### config.mk
export PLATFORM = sky130hd
export DESIGN_NAME = ces_scale
export DESIGN_NICKNAME = d
export VERILOG_FILES = /design/src/rtl/ces_pkg.sv /design/src/rtl/ces_scale.sv
export SDC_FILE = /design/constraint.sdc
export NUM_CORES = 2
export LEC_CHECK = 0
export BUFFER_PORTS_ARGS = -buffer_cell sky130_fd_sc_hd__buf_2
export CAP_MARGIN = 10
export CORE_ASPECT_RATIO = 0.8
export CORE_MARGIN = 4
export CORE_UTILIZATION = 23
export DETAILED_ROUTE_END_ITERATION = 10
export PLACE_DENSITY = 0.49
export SYNTH_ARGS = -nofsm -noshare
export SYNTH_HDL_FRONTEND = slang
export SYNTH_SLANG_ARGS = --single-unit
### constraint.sdc
create_clock -name i_clk -period 10.2 [get_ports i_clk]
set_input_delay 1.02 -clock i_clk [delete_from_list [all_inputs] [get_ports i_clk]]
set_output_delay 1.02 -clock i_clk [all_outputs]
set_load 0.005 [all_outputs]
### src/rtl/ces_pkg.sv
// Shared constants and types of the Compton energy spectrum density unit.
`timescale 1ns / 1ps
`default_nettype none
package ces_pkg;

    // 511 keV in raw Q16.8 units and its square
    localparam logic [16:0] REST_RAW    = 17'd130816;
    localparam logic [33:0] REST_RAW_SQ = 34'd17112825856;
    // 2*pi in Q.29
    localparam logic [31:0] TWO_PI_Q29  = 32'd3373259426;
    // combined scale 2*pi * 511^2, split into two 33-bit halves for the multiplier
    localparam logic [65:0] SCALE_K     = {34'd0, TWO_PI_Q29} * {32'd0, REST_RAW_SQ};
    localparam logic [32:0] SCALE_LO    = SCALE_K[32:0];
    localparam logic [32:0] SCALE_HI    = SCALE_K[65:33];

    localparam int unsigned FRAC_W      = 32;
    localparam logic [32:0] ONE_Q32     = 33'h1_0000_0000;

    localparam int unsigned DENSITY_W   = 40;
    localparam logic [39:0] DENSITY_MAX = 40'hFF_FFFF_FFFF;

    // status that travels with each item behind the scale stages
    typedef struct packed {
        logic zero;  // outside the kinematic range, force density to 0
        logic sat;   // quotient above the density range
    } t_flags;

endpackage
`default_nettype wire

### src/rtl/ces_scale.sv
// Middle stages: cos^2 term, sum, constant scale multiply and range check.
`timescale 1ns / 1ps
`default_nettype none
module ces_scale #(
    parameter int EW = 24
) (
    input  wire logic                  i_clk,
    input  wire logic                  i_rst_n,
    input  wire logic                  i_en,
    input  wire logic                  i_vld,
    input  wire logic                  i_zero,
    input  wire logic                  i_q0,
    input  wire logic [EW+16:0]        i_uq,
    input  wire logic [EW+16:0]        i_g,
    input  wire logic [2*EW-1:0]       i_e0sq,
    output logic                       o_vld,
    output ces_pkg::t_flags            o_flags,
    output logic [2*EW-1:0]            o_rem,
    output logic [ces_pkg::DENSITY_W-1:0] o_bits,
    output logic [2*EW-1:0]            o_e0sq
);

    localparam int GQ = EW + 17;
    localparam int SW = EW + 18;
    localparam int PW = SW + 66;
    localparam int XW = PW - 53;
    localparam int DW = 2 * EW;
    localparam int HW = SW - 32;
    localparam int QB = ces_pkg::DENSITY_W;

    logic        r_vld [7];
    logic        r_zero [7];
    logic [DW-1:0] r_e0sq [7];

    // stage 1: |1 - u| in Q1.32
    logic [32:0] w1_u;
    logic [32:0] r1_w;
    logic [GQ-1:0] r1_g, r2_g;
    assign w1_u = {i_q0, i_uq[GQ-1 -: 32]};

    // stage 2: cos^2
    logic [63:0] w2_sq;
    logic [32:0] r2_c2;
    assign w2_sq = 64'(r1_w[31:0]) * 64'(r1_w[31:0]);

    // stage 3: S = 1 + cos^2 + T^2/(E0*Y)
    logic [SW-1:0] r3_s;

    // stage 4: partial products against the scale constant
    logic [64:0]   r4_pp00, r4_pp01;
    logic [HW+32:0] r4_pp10, r4_pp11;

    // stage 5, 6: sum partial products, drop 53 bits
    logic [PW-1:0] r5_lo, r5_hi;
    logic [PW-1:0] w6_p;
    logic [XW-1:0] r6_x;
    assign w6_p = r5_lo + (r5_hi << 33);

    // stage 7: saturation check, final divider setup
    logic [DW-1:0] w7_top;
    logic          r7_sat;
    logic [DW-1:0] r7_rem;
    logic [QB-1:0] r7_bits;
    assign w7_top = DW'(r6_x[XW-1:QB]);

    always_ff @(posedge i_clk) begin
        if (!i_rst_n) begin
            for (int i = 0; i < 7; i++) begin
                r_vld[i] <= 1'b0;
            end
        end else if (i_en) begin
            r_vld[0] <= i_vld;
            for (int i = 1; i < 7; i++) begin
                r_vld[i] <= r_vld[i-1];
            end
        end
    end

    always_ff @(posedge i_clk) begin
        if (i_en) begin
            r_zero[0] <= i_zero;
            r_e0sq[0] <= i_e0sq;
            for (int i = 1; i < 7; i++) begin
                r_zero[i] <= r_zero[i-1];
                r_e0sq[i] <= r_e0sq[i-1];
            end

            r1_w  <= w1_u[32] ? {1'b0, w1_u[31:0]} : (ces_pkg::ONE_Q32 - w1_u);
            r1_g  <= i_g;

            r2_c2 <= r1_w[32] ? ces_pkg::ONE_Q32 : {1'b0, w2_sq[63:32]};
            r2_g  <= r1_g;

            r3_s  <= SW'(ces_pkg::ONE_Q32) + SW'(r2_c2) + SW'(r2_g);

            r4_pp00 <= 65'(r3_s[31:0]) * 65'(ces_pkg::SCALE_LO);
            r4_pp01 <= 65'(r3_s[31:0]) * 65'(ces_pkg::SCALE_HI);
            r4_pp10 <= (HW+33)'(r3_s[SW-1:32]) * (HW+33)'(ces_pkg::SCALE_LO);
            r4_pp11 <= (HW+33)'(r3_s[SW-1:32]) * (HW+33)'(ces_pkg::SCALE_HI);

            r5_lo <= PW'(r4_pp00) + (PW'(r4_pp10) << 32);
            r5_hi <= PW'(r4_pp01) + (PW'(r4_pp11) << 32);

            r6_x  <= w6_p[PW-1:53];

            r7_sat  <= (w7_top >= r_e0sq[5]);
            r7_rem  <= w7_top;
            r7_bits <= r6_x[QB-1:0];
        end
    end

    assign o_vld      = r_vld[6];
    assign o_flags.zero = r_zero[6];
    assign o_flags.sat  = r7_sat;
    assign o_rem      = r7_rem;
    assign o_bits     = r7_bits;
    assign o_e0sq     = r_e0sq[6];

endmodule
`default_nettype wire
==> reports/results.ini <==
[run_status]
outcome=finished clean

[layout]
fillers=44100
final_nets=11500
synthToLayoutAreaGrowth_pct=11.8
drive_gt1_share_pct=6.17

[detailed_routing]
vias=58300
wire_per_inst_microns=17.3
drc=0
drt-initial-drc-count=3618
viasPerCell=4.05
totalWireLength_microns=250000
first_pass_iters=8
drt.antenna.violating_nets=0

[clock_tree]
cts_buffer_depth=3
cts_root_buf=clkbuf_16
worst_skew_pair.late_latency_ps=810
cts.sinks=929
htreeDepth=3
cts_tree=done
cts_made_buffers=101
post-cts-setup-buffers=0
post_cts_resized=0
cts.clk_slew.worst_paths_ps=60
hold_buffers=0

[run]
drv_cap=0

[synth]
synth_edf_count=924
synthMuxAreaShare_pct=0.176
synth_cell_types=95
synth_seq_area_share_pct=28.9
synth_ff_type=edfxtp_1
synth_top_family_by_area=adder cells
synth_seq_cells=929
synthesis.area_sq_um=96500
synthAdderAreaFrac_pct=45.2
synthCells=8501
synth_simple_gate_area_share_pct=6.64
async_flop_share_pct=0
yosys_warnings=0
syn_area_per_cell_sq_um=11.3
synth-xor-area-share_pct=3.56
synth_compound_area_share_pct=6.60

[critical_path]
r2r_start=r1_w[6]
cp.required_ps=10640
critPathMaxFanout=15
reg2reg_to=r2_c2[29]
endpoint_kind=register
ff2ff_path_depth=23
critPathLaunchType=register
r2r_slack_ps=790
cp.arrival_ps=9850
crit_type=reg -> reg

[timing]
finalSetupViolCount=0
tns_ps=0
max_slew_margin_pct=22.1
hold_viol=0
fmax_mhz=106
finClkSkew_ps=140
drv_slew=0
min_period_ps=9410
rsz0062_at_grt=no
finalCritPeriodShare_pct=92.3
tightest_slew_ps=1170
setup_slack_ps=786

[die]
initial_core_util_pct=23.1
fp-row-count=212
num_io_pins=275
dieArea_sq_um=430000
die_x_microns=732
die_y_microns=587
core_sq_um=417000

[placement]
io_buffers=232
gp_congestion=0.860
place_ws_ps=966
hpwl_microns=207000

[worst_hold_path]
hp-class=reg -> reg
hold_path_depth=0
min_to=r_e0sq[1][7]
hold_start=r_e0sq[0][7]

[grt]
grt_pass1_vias=61200
grt_first_pass_wirelength_microns=386000
overflow=0
antenna_found_initial=19
grt_max_degree=170
grt_usage_pct=11.6

==> critical path, stage by stage (launching register included) <==
cell and delay (ps):
edfxtp_1 970, inv_1 420, nor2_1 500, fa_1 530, fa_1 500, fa_1 560, inv_1 60, fa_1 480
inv_1 50, fa_1 480, fa_1 580, fa_1 440, fa_1 470, ha_1 420, a21oi_1 410, o21a_1 160
o22ai_1 120, o32a_1 400, a211o_1 270, a41o_1 340, a31oi_1 460, o21ai_0 210, xnor2_1 160, nor2_1 50
==> placed cells by master (no fill, tap or decap), drive strengths merged, types with 23 or more instances in the layout <==
cell type,n
a211oi,23
nor2,223
nor3,56
o21bai,55
clkbuf,122
nand2b,29
nand4,65
o21ai,154
a21oi,310
nor2b,49
nand2,429
and2,245
o21a,23
a21o,188
xor2,144
and3,45
inv,2095
nand3,80
a31oi,36
clkinv,48
buf,320
conb,33
fa,1406
edfxtp,924
ha,1233
xnor2,248
==> logic make-up after synthesis <==
logic type,count (synthesis)
buffers and inverters,2274
AO/OA/AOI/OAI,960
AND/OR/NAND/NOR,1290
multiplexers,16
other,1
flip-flops,929
XOR/XNOR,392
adder cells (fa/ha/maj),2639
==> worst max path at each step <==
stage | startpoint | cells past startpoint | slack, ps | end
after floorplan | r1_w[27] | 27 | 2420 | r2_c2[30]
after global placement | r1_w[6] | 23 | 1030 | r2_c2[29]
after detailed placement | r1_w[6] | 23 | 970 | r2_c2[29]
after CTS | r1_w[6] | 23 | 780 | r2_c2[29]
after global routing | r1_w[6] | 23 | 530 | r2_c2[29]
final | r1_w[6] | 23 | 790 | r2_c2[29]
==> metal layers <==
metal	part of all wire, %	track usage, %	wire [microns]	up-vias
met2	40	16.3	99300	1240
met1	54	18.7	134000	29000
li1	-	-	-	27900
met3	5.6	2.00	14000	160
met4	1.1	1.48	2780	8
met5	0.022	0	55	-
==> flip-flops by register name, indices dropped and copies added, names as in the netlist <==
name and cells:
o_bits 40, o_rem 15, r1_g 41, r1_w 33
r2_c2 33, r2_g 41, r3_s 42, r4_pp00 31
r4_pp01 64, r4_pp10 25, r4_pp11 42, r5_hi 74
r5_lo 42, r6_x 55, r7_sat 1, r_e0sq 336
r_vld 7, r_zero 7
==> cell usage after synthesis (9+ instances only) <==
library cell | instances | area, sq um
nand2b_1 | 29 | 181
nor2_1 | 220 | 826
or2_2 | 9 | 56.3
a31oi_1 | 36 | 225
a221oi_1 | 10 | 87.6
and4_1 | 13 | 114
o31ai_1 | 15 | 113
or3_1 | 14 | 87.6
and2_1 | 244 | 1530
o21ai_0 | 143 | 716
ha_1 | 1233 | 15400
buf_4 | 35 | 263
edfxtp_1 | 924 | 27700
o21a_1 | 23 | 173
nand2_1 | 429 | 1610
nor4_1 | 17 | 106
and3_1 | 44 | 275
o211ai_1 | 14 | 105
o21bai_1 | 54 | 405
xnor2_1 | 248 | 2170
clkbuf_1 | 144 | 541
nand3_1 | 80 | 400
nand4_1 | 64 | 400
nor3_1 | 53 | 265
nor2b_1 | 49 | 307
a31o_2 | 22 | 193
a21o_1 | 186 | 1400
a21oi_1 | 309 | 1550
inv_1 | 2089 | 7840
a211oi_1 | 18 | 135
xor2_1 | 144 | 1260
o21ai_1 | 10 | 50.1
fa_1 | 1406 | 28100
==> metrics by stage <==
step | std cells | hold WS, ps | utilization (%) | area [sq um]
3_3_place_gp | 14200 | 400 | 25.1 | 105000
4_1_cts | 14400 | 249 | 25.8 | 108000
3_5_place_dp | 14200 | 405 | 25.1 | 105000
5_1_grt | 14400 | 278 | 25.8 | 108000
2_1_floorplan | 8533 | 400 | - | 96600
6_report | 14400 | 347 | 25.8 | 108000
==> layout make-up <==
| cell class | count | area (sq um) | area share [%] |
|---|---|---|---|
| multi-input cells | 5330 | 60100 | 55.7 |
| repair buffers | 320 | 1880 | 1.75 |
| flip-flops and latches | 929 | 27800 | 25.8 |
| inverters | 2090 | 7850 | 7.28 |
| diodes | 2 | 5.00 | 0.00464 |
| well taps | 5564 | 6960 | 6.46 |
| clock buffers | 122 | 2610 | 2.42 |
| clock inverters | 63 | 596 | 0.552 |
Power is left out: the tool's default activity adds up to more than one toggle a clock period on the data nets, which glitch-free logic cannot reach.
