==> src/rtl/ces_pkg.sv <==
// Shared constants and types of the Compton energy spectrum density unit.
`timescale 1ns / 1ps
`default_nettype none
package ces_pkg;

    // 511 keV in raw Q16.8 units and its square
    localparam logic [16:0] REST_RAW    = 17'd130816;
    localparam logic [33:0] REST_RAW_SQ = 34'd17112825856;
    // 2*pi in Q.29
    localparam logic [31:0] TWO_PI_Q29  = 32'd3373259426;
    // combined scale 2*pi * 511^2, split into two 33-bit halves for the multiplier
    localparam logic [65:0] SCALE_K     = {34'd0, TWO_PI_Q29} * {32'd0, REST_RAW_SQ};
    localparam logic [32:0] SCALE_LO    = SCALE_K[32:0];
    localparam logic [32:0] SCALE_HI    = SCALE_K[65:33];

    localparam int unsigned FRAC_W      = 32;
    localparam logic [32:0] ONE_Q32     = 33'h1_0000_0000;

    localparam int unsigned DENSITY_W   = 40;
    localparam logic [39:0] DENSITY_MAX = 40'hFF_FFFF_FFFF;

    // status that travels with each item behind the scale stages
    typedef struct packed {
        logic zero;  // outside the kinematic range, force density to 0
        logic sat;   // quotient above the density range
    } t_flags;

endpackage
`default_nettype wire

==> src/rtl/ces_front.sv <==
// Front stages: range checks, energy products and divider setup.
`timescale 1ns / 1ps
`default_nettype none
module ces_front #(
    parameter int EW = 24
) (
    input  wire logic             i_clk,
    input  wire logic             i_rst_n,
    input  wire logic             i_en,
    input  wire logic             i_vld,
    input  wire logic             i_func,
    input  wire logic [EW-1:0]    i_obs,
    input  wire logic [EW-1:0]    i_e0,
    output logic                  o_vld,
    output logic                  o_zero,
    output logic                  o_q0,
    output logic [2*EW-1:0]       o_n,
    output logic [2*EW-1:0]       o_u_rem,
    output logic [2*EW-1:0]       o_g_rem,
    output logic [EW+16:0]        o_g_bits,
    output logic [2*EW-1:0]       o_e0sq
);

    localparam int DW  = 2 * EW;
    localparam int KW  = EW + 17;
    localparam int NKW = 2 * EW + 1;

    // stage 1: split into electron and scattered gamma energy
    logic          r1_vld, r1_zero;
    logic [EW-1:0] r1_t, r1_y, r1_e0;
    logic [EW-1:0] w1_diff;
    logic          w1_zero;

    assign w1_diff = i_e0 - i_obs;
    assign w1_zero = (i_obs == '0) || (i_e0 == '0) || (i_obs >= i_e0);

    // stage 2: products
    logic          r2_vld, r2_zero;
    logic [DW-1:0] r2_n, r2_e0sq, r2_tsq;
    logic [KW-1:0] r2_k;

    // stage 3: Compton edge and divider setup
    logic           r3_vld, r3_zero, r3_q0;
    logic [DW-1:0]  r3_n, r3_u_rem, r3_g_rem, r3_e0sq;
    logic [KW-1:0]  r3_g_bits;
    logic [NKW-1:0] w3_k, w3_n, w3_kmn;
    logic           w3_edge, w3_q0;

    assign w3_k    = NKW'(r2_k);
    assign w3_n    = NKW'(r2_n);
    assign w3_kmn  = w3_k - w3_n;
    assign w3_edge = (w3_k >= (w3_n << 1));
    assign w3_q0   = (w3_k >= w3_n);

    always_ff @(posedge i_clk) begin
        if (!i_rst_n) begin
            r1_vld <= 1'b0;
            r2_vld <= 1'b0;
            r3_vld <= 1'b0;
        end else if (i_en) begin
            r1_vld <= i_vld;
            r2_vld <= r1_vld;
            r3_vld <= r2_vld;
        end
    end

    always_ff @(posedge i_clk) begin
        if (i_en) begin
            r1_zero <= w1_zero;
            r1_e0   <= i_e0;
            r1_t    <= i_func ? i_obs : w1_diff;
            r1_y    <= i_func ? w1_diff : i_obs;

            r2_zero <= r1_zero;
            r2_n    <= DW'(r1_e0) * DW'(r1_y);
            r2_e0sq <= DW'(r1_e0) * DW'(r1_e0);
            r2_tsq  <= DW'(r1_t) * DW'(r1_t);
            r2_k    <= KW'(ces_pkg::REST_RAW) * KW'(r1_t);

            r3_zero   <= r2_zero | w3_edge;
            r3_q0     <= w3_q0;
            r3_n      <= r2_n;
            r3_u_rem  <= w3_q0 ? w3_kmn[DW-1:0] : w3_k[DW-1:0];
            r3_g_rem  <= r2_tsq >> (EW - 15);
            r3_g_bits <= {r2_tsq[EW-16:0], 32'd0};
            r3_e0sq   <= r2_e0sq;
        end
    end

    assign o_vld    = r3_vld;
    assign o_zero   = r3_zero;
    assign o_q0     = r3_q0;
    assign o_n      = r3_n;
    assign o_u_rem  = r3_u_rem;
    assign o_g_rem  = r3_g_rem;
    assign o_g_bits = r3_g_bits;
    assign o_e0sq   = r3_e0sq;

endmodule
`default_nettype wire

==> config.mk <==
export PLATFORM = sky130hd
export DESIGN_NAME = ces_front
export DESIGN_NICKNAME = d
export VERILOG_FILES = /design/src/rtl/ces_pkg.sv /design/src/rtl/ces_front.sv
export SDC_FILE = /design/constraint.sdc
export NUM_CORES = 2
export LEC_CHECK = 0
export BUFFER_PORTS_ARGS = -buffer_cell sky130_fd_sc_hd__buf_2
export CAP_MARGIN = 20
export CORE_UTILIZATION = 59
export DETAILED_ROUTE_END_ITERATION = 8
export GPL_TIMING_DRIVEN = 0
export PLACE_DENSITY = 0.8
export SKIP_LAST_GASP = 1
export SYNTH_ARGS = -nofsm -noshare
export SYNTH_HDL_FRONTEND = slang
export SYNTH_SLANG_ARGS = --single-unit
==> constraint.sdc <==
create_clock -name i_clk -period 7.11 [get_ports i_clk]
set_clock_uncertainty 0.2 [all_clocks]
set_input_delay 0 -clock i_clk [delete_from_list [all_inputs] [get_ports i_clk]]
set_output_delay 0 -clock i_clk [all_outputs]
set_load 0.05 [all_outputs]
==> flow_summary.toml <==
[place]
port_buffers = 244
dp_hpwl_mm = 176
gp_congestion = 1.05

[grt]
grt_usage = 0.363
grt_overflow = 0
use_met2 = 0.534
top_usage_layer = "met2"
grt_max_degree = 128
grt_pass1_vias = 60185
grt_util_met3 = 0.117
antenna_found_initial = 17
grt_pass1_wl_mm = 349
use_met1 = 0.482

[synth]
yosys_warnings = 0
yosysTopAreaCell = "fa_1"
synth_edf_count = 440
ys_seq_elements = 443
ys_seq_area_frac = 0.177
synthArstFlopShare = 0
synthCells = 7523
netlist_area_um2 = 75100
synth_top_family_by_area = "adder cells"
synth.avg_cell_area_um2 = 9.98
synthSimpleGateAreaFrac = 0.107
synth_fa_ha_area_frac = 0.499
synth_compound_area_frac = 0.0623
synth.distinct_cells = 81
synth_xor_area_frac = 0.0259
synth_area_leaders = "fa_1 38%, edfxtp_1 18%, ha_1 11%"
synth_mux_area_frac = 0.0121
synth_ff_type = "edfxtp_1"
synth_top_area_frac = 0.384

[worst_setup_path]
ff2ff_setup_slack_ps = -510
rr_endpoint = "r2_e0sq[47]$_DFFE_PP_"
arrival_ps = 7860
cp_common_cell = "fa_1"
crit_family = "adder cells"
r2r.worst_path.cells = 27
cpPeakStageDelay_ps = 620
critPathSlowestCell = "fa_2"
cp_max_fo = 6
r2r-start = "r1_e0[7]$_DFFE_PP_"
worst_ep_required_time_ps = 7350
critPathKind = "reg2reg"
setup.worst_path.end_class = "flop"
crit_buf_inv = 9
cp-start-kind = "flop"

[job]
drv_cap = 0

[sta]
period_minus_slack_ps = 7620
tightest_slew_ps = 1070
setup_viol = 56
rsz0062_at_grt = "true"
finalCritPeriodShare = 1.07
clock.fmax_ghz = 0.131
slew_headroom = 0.283
drv_slew = 0
fin_ws_ps = -511
hold_viol = 0

[run_status]
violations = "negative setup slack"
outcome = "finished with violations"

[min_path]
whs_path_depth = 3
hold_path_class = "in2reg"
holdPathEnd = "r1_t[18]$_DFFE_PP_"
min_from = "i_obs[18]"

[clock_tree]
clockBufferDepth = 3
cts_tree = "done"
htreeDepth = 2
clk_pin_slew_worst_paths_ps = 60
clock_latency_ps = 700
cts_buffers = 52
cts_root_buffer = "clkbuf_16"
clock-sinks = 443

[cells_and_area]
final_core_util = 0.704
drive_above_1_share = 0.183
fin_nets = 10473
area_growth_pct = 18.1

[floorplan]
core_area_um2 = 126000
fp-row-count = 130
dieArea_um2 = 129000
die_w_um = 359
initial_core_util = 0.597
die_h_um = 359
boundaryPins = 289

[routing]
wirelength_mm = 238
drt_pre_antenna_iters = 7
drtIter0Drc = 6559
vias = 58419
ant_nets = 0
wire_per_inst_um = 23.8
viasPerCell = 5.84
drc = 0
==> worst min-delay path, cell delays in order <==
cell and delay [ps]:
dlygate4sd3_1 530, buf_2 150, mux2_2 150
==> through the flow <==
| step | worst slack, ps | hold slack, ps | setup TNS, ps | std cells | instance area [um^2] |
|---|---|---|---|---|---|
| after global placement | -2180 | 35.4 | -442790 | 9462 | 78800 |
| after floorplan | -48.9 | -101 | -48.9 | 7568 | 75500 |
| after detailed placement | -2230 | 37.4 | -112630 | 9466 | 78900 |
| after CTS | -237 | 2.59 | -5900 | 9859 | 86000 |
| final | -511 | 49.4 | -12650 | 10007 | 88700 |
| after global routing | -620 | 52.6 | -21620 | 9986 | 88600 |
==> flip-flops by register name, indices dropped and copies added, names as in the netlist <==
signal and count:
r1_vld 1, o_zero 1, o_vld 1, o_e0sq 47, r1_y 24, o_n 48
o_q0 1, r2_tsq 47, r2_k 32, r2_n 48, o_g_bits 8, o_g_rem 39
o_u_rem 48, r2_e0sq 47, r1_zero 1, r1_e0 24, r1_t 24, r2_zero 1
r2_vld 1
==> placed cells by master (no fill, tap or decap), types with 25 or more instances in the layout <==
cell / Yosys / routed
a21o_1: 139 / 138
conb_1: 1 / 46
and2_1: 484 / 456
inv_2: 0 / 98
o21bai_1: 39 / 37
clkbuf_4: 0 / 28
clkbuf_2: 0 / 33
inv_1: 1984 / 1876
buf_2: 0 / 247
o21a_1: 28 / 25
clkbuf_8: 0 / 38
nor2_1: 165 / 143
nand3_1: 46 / 42
xnor2_1: 149 / 137
a21oi_2: 1 / 35
fa_2: 0 / 56
buf_4: 43 / 334
a21oi_1: 219 / 168
o21ai_0: 117 / 88
xor2_1: 73 / 70
clkbuf_16: 0 / 83
clkbuf_1: 255 / 45
ha_4: 0 / 48
diode_2: 0 / 25
nand2_1: 728 / 658
buf_6: 3 / 76
nand2_2: 0 / 54
nor2b_1: 34 / 31
mux2_2: 36 / 36
buf_12: 2 / 26
dlygate4sd3_1: 0 / 90
nor3_1: 32 / 25
ha_1: 689 / 627
edfxtp_1: 440 / 440
buf_8: 0 / 32
and2_4: 0 / 26
fa_1: 1440 / 1384
nand4_1: 38 / 38
==> kinds of logic after synthesis <==
group           after synthesis
buf+inv                    2292
fa+ha+maj                  2129
simple gates               1643
compound gates              719
flops                       443
xor+xnor                    222
mux                          74
other cells                   1
==> what timing repair did <==
action / in CTS / in global routing
hold endpoints to repair: 166 / 0
cloned: 3 / 6
resized for setup: 704 / 525
setup endpoints to repair: 94 / 79
hold buffers: 90 / 0
pin swaps: 161 / 272
buffers inserted: 237 / 137
==> final cells by class <==
cell class                      count  area, um^2
Multi-Input combinational cell   4833       55700
Fill cell                        8601       37200
Sequential cell                   443       13300
Inverter                         1985        7500
Timing Repair Buffer              709        5550
Buffer                            267        2850
Tap cell                         1650        2060
Clock buffer                       60        1330
Clock inverter                     35         364
Antenna cell                       25        62.6
==> per-layer routing <==
metal  share of wire  vias up
li1                -    24394
met4           0.067       10
met5         0.00048        -
met2            0.43     4134
met1            0.36    28816
met3            0.14     1065
==> synth_stat cells (all sizes together) (7+ instances only) <==
| library cell | instances |
|---|---|
| o211ai | 17 |
| xor2 | 73 |
| mux2 | 60 |
| nor3 | 32 |
| edfxtp | 440 |
| and2 | 484 |
| nor4 | 20 |
| a31oi | 25 |
| and4 | 8 |
| or3 | 11 |
| o21ai | 117 |
| xnor2 | 149 |
| ha | 689 |
| and3 | 27 |
| fa | 1440 |
| a21boi | 10 |
| o22ai | 7 |
| nand2 | 728 |
| o31ai | 10 |
| nor2b | 34 |
| a221oi | 9 |
| nand2b | 25 |
| nand3 | 46 |
| o21a | 29 |
| nor2 | 165 |
| a21oi | 220 |
| a21o | 139 |
| mux2i | 14 |
| a211oi | 23 |
| o21bai | 39 |
| buf | 52 |
| inv | 1984 |
| nand4 | 38 |
| clkbuf | 255 |
==> worst max path at each step <==
stage	from	to	slack [ps]	cells after the start
floorplan	r1_t[17]$_DFFE_PP_	r2_tsq[35]$_DFFE_PP_	-50	24
global placement	r1_e0[19]$_DFFE_PP_	r2_n[46]$_DFFE_PP_	-2180	26
detailed placement	r1_e0[19]$_DFFE_PP_	r2_n[46]$_DFFE_PP_	-2230	26
CTS	r1_t[4]$_DFFE_PP_	r2_tsq[45]$_DFFE_PP_	-240	24
global route	r1_e0[18]$_DFFE_PP_	r2_e0sq[47]$_DFFE_PP_	-620	26
finish	r1_e0[7]$_DFFE_PP_	r2_e0sq[47]$_DFFE_PP_	-510	27
Power is not shown: default switching activity piles up to over one toggle a cycle in this logic, so the estimate is an artifact.
